File: src/rtl/core/mlsp_pkg.sv
// ---------------------------------------------------------------------------
// mlsp_pkg
// types, constants and step functions of the 512-bit shadow permutation
// ---------------------------------------------------------------------------
package mlsp_pkg;

  localparam int STEP_COUNT = 6;
  localparam int STEP_W     = $clog2(STEP_COUNT + 1);
  localparam int NBUND      = 4;
  localparam int NROW       = 4;
  localparam int NRC        = 12;
  localparam int RC_W       = $clog2(NRC);
  localparam int STATE_W    = NBUND * NROW * 32;

  // bundle, row, bit: matches the stream packing of the state
  typedef logic [NBUND-1:0][NROW-1:0][31:0] state_t;

  typedef logic [NROW-1:0] rc_mask_t;

  // bit r set: row r of every bundle gets 1 << bundle
  localparam rc_mask_t RC_ROWS [NRC] = '{
    4'h1, 4'h2, 4'h4, 4'h8, 4'h3, 4'h6, 4'hC, 4'hB, 4'h5, 4'hA, 4'h7, 4'hE
  };

  function automatic logic [31:0] rotr(input logic [31:0] v, input int n);
    logic [63:0] d;
    d = {v, v} >> n;
    return d[31:0];
  endfunction

  function automatic state_t sbox_layer(input state_t st);
    state_t o;
    logic [31:0] y0, y1, y2, y3;
    for (int b = 0; b < NBUND; b++) begin
      y1 = (st[b][0] & st[b][1]) ^ st[b][2];
      y0 = (st[b][0] & st[b][3]) ^ st[b][1];
      y3 = (y1 & st[b][3]) ^ st[b][0];
      y2 = (y0 & y1) ^ st[b][3];
      o[b][0] = y0;
      o[b][1] = y1;
      o[b][2] = y2;
      o[b][3] = y3;
    end
    return o;
  endfunction

  function automatic logic [1:0][31:0] lbox_pair(input logic [31:0] x, input logic [31:0] y);
    logic [31:0] a, b, c, d;
    logic [1:0][31:0] r;
    a = x ^ rotr(x, 12);
    b = y ^ rotr(y, 12);
    a = a ^ rotr(a, 3);
    b = b ^ rotr(b, 3);
    a = a ^ rotr(x, 17);
    b = b ^ rotr(y, 17);
    c = a ^ rotr(a, 31);
    d = b ^ rotr(b, 31);
    a = a ^ rotr(d, 26);
    b = b ^ rotr(c, 25);
    a = a ^ rotr(c, 15);
    b = b ^ rotr(d, 15);
    r[0] = a;
    r[1] = b;
    return r;
  endfunction

  function automatic state_t lbox_layer(input state_t st);
    state_t o;
    logic [1:0][31:0] p;
    for (int b = 0; b < NBUND; b++) begin
      p = lbox_pair(st[b][0], st[b][1]);
      o[b][0] = p[0];
      o[b][1] = p[1];
      p = lbox_pair(st[b][2], st[b][3]);
      o[b][2] = p[0];
      o[b][3] = p[1];
    end
    return o;
  endfunction

  function automatic state_t add_rc(input state_t st, input logic [RC_W-1:0] idx);
    state_t o;
    rc_mask_t m;
    o = st;
    m = RC_ROWS[idx];
    for (int r = 0; r < NROW; r++) begin
      for (int b = 0; b < NBUND; b++) begin
        o[b][r][b] = st[b][r][b] ^ m[r];
      end
    end
    return o;
  endfunction

  function automatic state_t dbox_layer(input state_t st);
    state_t o;
    logic [31:0] all;
    for (int r = 0; r < NROW; r++) begin
      all = st[0][r] ^ st[1][r] ^ st[2][r] ^ st[3][r];
      for (int b = 0; b < NBUND; b++) begin
        o[b][r] = st[b][r] ^ all;
      end
    end
    return o;
  endfunction

  function automatic state_t step(input state_t st, input logic [STEP_W-1:0] s);
    state_t t;
    logic [RC_W-1:0] i0;
    i0 = RC_W'({s, 1'b0});
    t = sbox_layer(st);
    t = lbox_layer(t);
    t = add_rc(t, i0);
    t = sbox_layer(t);
    t = dbox_layer(t);
    t = add_rc(t, i0 | RC_W'(1));
    return t;
  endfunction

endpackage

File: src/rtl/core/mlsp_round.sv
// ---------------------------------------------------------------------------
// mlsp_round
// one registered permutation step with valid/ready flow control
// ---------------------------------------------------------------------------
module mlsp_round (
  input  logic                         clk,
  input  logic                         rst,
  input  logic [mlsp_pkg::STEP_W-1:0]  step_idx,
  input  logic                         in_valid,
  output logic                         in_ready,
  input  mlsp_pkg::state_t             in_state,
  output logic                         out_valid,
  input  logic                         out_ready,
  output mlsp_pkg::state_t             out_state
);

  logic             valid;
  mlsp_pkg::state_t state;

  assign in_ready  = !valid || out_ready;
  assign out_valid = valid;
  assign out_state = state;

  always_ff @(posedge clk) begin
    if (rst) begin
      valid <= 1'b0;
    end else if (in_ready) begin
      valid <= in_valid;
    end
  end

  always_ff @(posedge clk) begin
    if (in_ready && in_valid) begin
      state <= mlsp_pkg::step(in_state, step_idx);
    end
  end

endmodule

File: config.mk
export PLATFORM = sky130hd
export DESIGN_NAME = mlsp_round
export DESIGN_NICKNAME = d
export VERILOG_FILES = /design/src/rtl/core/mlsp_pkg.sv /design/src/rtl/core/mlsp_round.sv
export SDC_FILE = /design/constraint.sdc
export NUM_CORES = 2
export LEC_CHECK = 0
export ABC_AREA = 0
export BUFFER_PORTS_ARGS = -buffer_cell sky130_fd_sc_hd__buf_2
export CORE_AREA = 2 2 399 401
export DETAILED_ROUTE_END_ITERATION = 8
export DIE_AREA = 0 0 401 403
export GPL_TIMING_DRIVEN = 0
export PLACE_DENSITY = 0.82
export SYNTH_ARGS = -nofsm -noshare
export SYNTH_HDL_FRONTEND = slang
export SYNTH_SLANG_ARGS = --single-unit
File: constraint.sdc
create_clock -name clk -period 15.92 [get_ports clk]
set_input_delay 0 -clock clk [delete_from_list [all_inputs] [get_ports clk]]
set_output_delay 0 -clock clk [all_outputs]
set_load 0.05 [all_outputs]
# == Word level (Yosys, flattened, before mapping) ==
# Memory sizes are Yosys's and may differ from the RTL's.
# Cells that the tools add are included.
# op_classes
n_lt_le_gt_ge,2
mux,4
bitwise_logic,222
reduce_logical,3
# ops
op,n
$xor 32x32->32,156
$and 32x32->32,32
$xor 1x1->1,32
$mux 4,4
$ge 5x5->1 const B,2
$not 4->5,2
$logic_and 1x1->1,1
$logic_not 1->1,1
$logic_or 1x1->1,1
# totals
regBits,513
romBits,128
out_inout_bits,514
wordCells,250
mem_count,2
# mem_list
memory,words,width,rd,rd_clocked_by_memory_dff,wr,line,rtl
(no name shown),16,4,1,0,0,mlsp_pkg.sv:85,m = RC_ROWS[idx];
(no name shown),16,4,1,0,0,mlsp_pkg.sv:85,

# == Longest topological paths before layout ==
# depth
ltp_word,20
depth_mapped,13
mapped_depth_nobuf,12

# == Worst setup path before layout ==
# OpenSTA, ideal clock, no wires.
# synth_path
path_type,register to register
from,reg valid (netlist: out_valid)
to,"reg state, in the netlist out_state[0] (enable)"
setup_time_ps,941
arrival_ps,12561
required_ps,14979
slack_ps,2418
path_stages_with_launch,3
path_buffers,0
cell_sequence,dfxtp_1 -> nand2b_1 -> and2_1
# synth_via
elab_chain_cells,3
# synth_rtl
element,line,rtl
from (decl),mlsp_round.sv:17,logic valid;
from (signal assigned),mlsp_round.sv:28,valid <= in_valid;
$logic_not 1->1,mlsp_round.sv:20,assign in_ready = !valid || out_ready;
$logic_or 1x1->1,mlsp_round.sv:20,
net in_ready,mlsp_round.sv:10,"output logic in_ready,"
$logic_and 1x1->1,mlsp_round.sv:33,if (in_ready && in_valid) begin
to (signal assigned),mlsp_round.sv:34,"state <= mlsp_pkg::step(in_state, step_idx);"
to (decl),mlsp_round.sv:18,mlsp_pkg::state_t state;
# The timed path passes the listed nets, and every way through them passes these cells.
# A chain may end at the register's enable or synchronous reset.

# == Worst setup path after layout ==
# layout_path
from,in in_state[510] in the netlist's numbering
to,"reg state, in the netlist out_state[354] (data pin)"
# layout_via
elab_chain_cells,15
word_cells_on_any_way,31
classes_between,31 x bitwise
# layout_rtl
element,line,rtl
from (decl),mlsp_round.sv:11,"input mlsp_pkg::state_t in_state,"
$and 32x32->32,mlsp_pkg.sv:36,y0 = (st[b][0] & st[b][3]) ^ st[b][1];
$xor 32x32->32,mlsp_pkg.sv:36,
$xor 32x32->32 / $and 32x32->32 (equally long branches),"mlsp_pkg.sv:50, mlsp_pkg.sv:38",
"$xor 32x32->32, on equally long branches","mlsp_pkg.sv:52, mlsp_pkg.sv:38",
"$xor 32x32->32, on equally long branches","mlsp_pkg.sv:54, mlsp_pkg.sv:50",
"$xor 32x32->32, on equally long branches","mlsp_pkg.sv:56, mlsp_pkg.sv:52",
"$xor 32x32->32, on equally long branches","mlsp_pkg.sv:59, mlsp_pkg.sv:54",
"$xor 32x32->32, on equally long branches","mlsp_pkg.sv:61, mlsp_pkg.sv:56",
$and 32x32->32 / $xor 32x32->32 (equally long branches),"mlsp_pkg.sv:35, mlsp_pkg.sv:59",
"$xor 32x32->32, on equally long branches","mlsp_pkg.sv:35, mlsp_pkg.sv:61",
$and 32x32->32 (*),mlsp_pkg.sv:37,y3 = (y1 & st[b][3]) ^ st[b][0];
$xor 32x32->32 (*),mlsp_pkg.sv:37,
$xor 32x32->32 (*),mlsp_pkg.sv:98,all = st[0][r] ^ st[1][r] ^ st[2][r] ^ st[3][r];
$xor 32x32->32 (*),mlsp_pkg.sv:100,o[b][r] = st[b][r] ^ all;
$xor 1x1->1 (*),mlsp_pkg.sv:88,o[b][r][b] = st[b][r][b] ^ m[r];
# Mark *: on every way between the ends. The rest lies on a longest branch, timed or not.

==> impl_metrics.csv <==
group,metric,value,unit
cts,cts_made_buffers,58,
final_layout,mostFrequentLayoutCells,"xnor2_1, buf_2, xor2_1",
synthesis,synth_seq_cells,513,
synthesis,avgSynthCellArea,10.9,um^2
setup_path,required,16.20,ns
final_layout,nets,8934,
drt,drc,0,
final_layout,regArea,15400,um^2
floorplanning,die_w,401,um
drt,vias,65100,
global_routing,antenna_found_initial,43,
floorplanning,die_area,162000,um^2
cts,htree_num_levels,2,
drt,drtIter0Drc,8478,
timing,max_freq,0.168,GHz
cts,tritoncts,"yes",
timing,period_share,37.5,%
synthesis,synthCells,7315,
cts,clock_sinks,513,
setup_path,endpoint_kind,"flip-flop",
setup_path,crit_path_max_fanout,6,
final_layout,drive_above_1_share,20.9,%
final_layout,fin_util,57.1,%
synthesis,syn_nets,7834,
final_layout,nFillCells,13300,
synthesis,yosys.area.top_type_share,26.6,%
outcome,outcome,"finished, violations left",
global_routing,grt_max_degree,76,
timing,setup_violations,0,
timing,slew_headroom,-7.82,%
cts,clk_latency,0.69,ns
synthesis,syn-cell-area,79700,um^2
timing,hold_violations,0,
placed_design,post-place-ws,9.62,ns
floorplanning,start_util,50.6,%
global_routing,grt.overflow.total,0,
floorplanning,pin_count,1033,
min_path,hold_path.class,"input port to flip-flop",
timing,hold_ws,0.139,ns
synthesis,ys_seq_area_share,19.3,%
synthesis,yosysUniqueCellTypes,98,
timing,worst_slew_pin_slew,1.61,ns
outcome,violations,"max-capacitance violations, max-slew violations",
drt,via_per_inst,6.16,
synthesis,yosys.area.top_type,"xnor2_1",
final_layout,syn_to_final_growth,12.7,%
floorplanning,core,157000,um^2
drt,routed_wl,403,mm
timing,timing.final.crit_period,5.96,ns
synthesis,synthArstFlopShare,0,%
cts,cts-root-buf,"clkbuf_16",
run,drv_cap,15,
cts,clk_pin_slew_worst_paths,0.07,ns
timing,setup_slack,9.96,ns
synthesis,synth_ff_type,"edfxtp_1",
floorplanning,rows,146,
drt,ant_nets,0,
timing,finalMaxSlewViolations,55,
floorplanning,die_height,403,um
global_routing,grt_pass1_vias,61300,
final_layout,final_common_cell,"xnor2_1",
synthesis,yosysWarningCount,0,
placed_design,place_congestion,1.21,
synthesis,synthTopCellsByArea,"xnor2_1, edfxtp_1, xnor3_1",
global_routing,grt_usage,48.0,%
drt,drtPass1Iterations,8,
cts,cts_resized,0,
cts,hold_buffers,3,
final_layout,multi_input_area,64100,um^2
placed_design,place_hpwl,353,mm
setup_path,arrival,6.24,ns
timing,tns,0,ns
synthesis,synth_edf_count,512,
drt,routedWlPerCell,38.1,um
timing,fin_skew,0.0184,ns
cts,post_cts_buffers,0,
setup_path,path_class,"input port to flip-flop",
setup_path,critPathLaunchType,"input port",
cts,cts_max_path_buffers,3,
global_routing,grt_pass1_wl,524,mm
placed_design,place.port_buffers,1026,
timing,rsz0062_at_grt,"no",
==> area by class of cell <==
type,instances,area share (%)
Clock inverter,42,0.510
Sequential cell,513,17.1
Inverter,71,0.297
Antenna cell,32,0.0891
Clock buffer,65,1.67
Buffer,11,0.0571
Tap cell,2072,2.88
Timing Repair Buffer,1040,6.04
Multi-Input combinational cell,6720,71.3
==> path summary, 6_finish.rpt <==
kind                     to     startpoint  depth (start not counted)  slack (ns)
min          out_state[483]    step_idx[0]                          4        0.14
min reg2reg  out_state[397]      out_valid                          2        0.99
max reg2reg  out_state[467]      out_valid                          7       12.64
max          out_state[354]  in_state[510]                         12        9.96
==> cell usage after synthesis (11+ instances only) <==
cell / number
nand2b_1: 178
o21ai_1: 76
and2_1: 75
a311oi_2: 13
nand4_1: 14
nand3_1: 70
mux2_2: 80
and3_1: 11
xor2_2: 61
or3_1: 13
a21oi_2: 12
nor4b_1: 18
nor2b_1: 57
a221oi_2: 52
a221oi_4: 15
nor3_1: 22
xor2_1: 1027
a32oi_1: 15
o21a_1: 50
o22ai_1: 30
mux2i_1: 75
xnor2_1: 2425
nor3b_1: 17
maj3_1: 90
edfxtp_1: 512
maj3_2: 15
inv_1: 67
nand2_1: 351
xnor2_2: 229
nor2_1: 209
o211ai_1: 12
nor4bb_1: 62
a211oi_2: 11
xnor3_1: 463
a22oi_1: 79
xor3_1: 65
a21oi_1: 175
or2_1: 16
nand4b_1: 15
a22oi_2: 44
o21ai_0: 242
a21o_1: 26
==> critical path: stages <==
cell and delay (ns):
buf_2 0.16, nand2_1 0.11, xor2_1 0.84, xnor3_1 0.47, xnor2_1 0.53, xor2_1 0.37, xnor2_1 0.14, xnor2_1 1.12
o21ai_0 0.27, a32oi_1 0.38, xnor2_1 0.46, xnor2_1 1.36
==> per-layer routing <==
metal	vias to the layer above	share of wire, %	GRT usage [%]
li1	27500	-	-
met1	32300	36	56.5
met2	4251	43	73.8
met3	1056	11	12.9
met4	6	10	39.0
met5	-	0.010	0
==> stage by stage <==
step           std cells  area [um^2]
3_5_place_dp       10400        87800
5_1_grt            10600        89900
2_1_floorplan       7315        79700
4_1_cts            10500        89700
6_report           10600        89900
3_3_place_gp       10400        87400
==> cell families (layout without fill, tap and decap cells) <==
group / after synthesis / after routing / share of synthesized area (%)
fa+ha+maj: 105 / 105 / 1.34
buf+inv: 82 / 1229 / 0.397
simple gates: 1186 / 1186 / 7.97
compound gates: 976 / 976 / 9.27
xor+xnor: 4291 / 4291 / 59.5
other cells: 0 / 32 / 0
flops: 513 / 513 / 19.3
mux: 162 / 162 / 2.17
==> flip-flops by register name, indices dropped and copies added (netlist names) <==
name       cells
out_state    512
out_valid      1
Power is not shown: default switching activity piles up to over one toggle a cycle in this logic, so the estimate is an artifact.
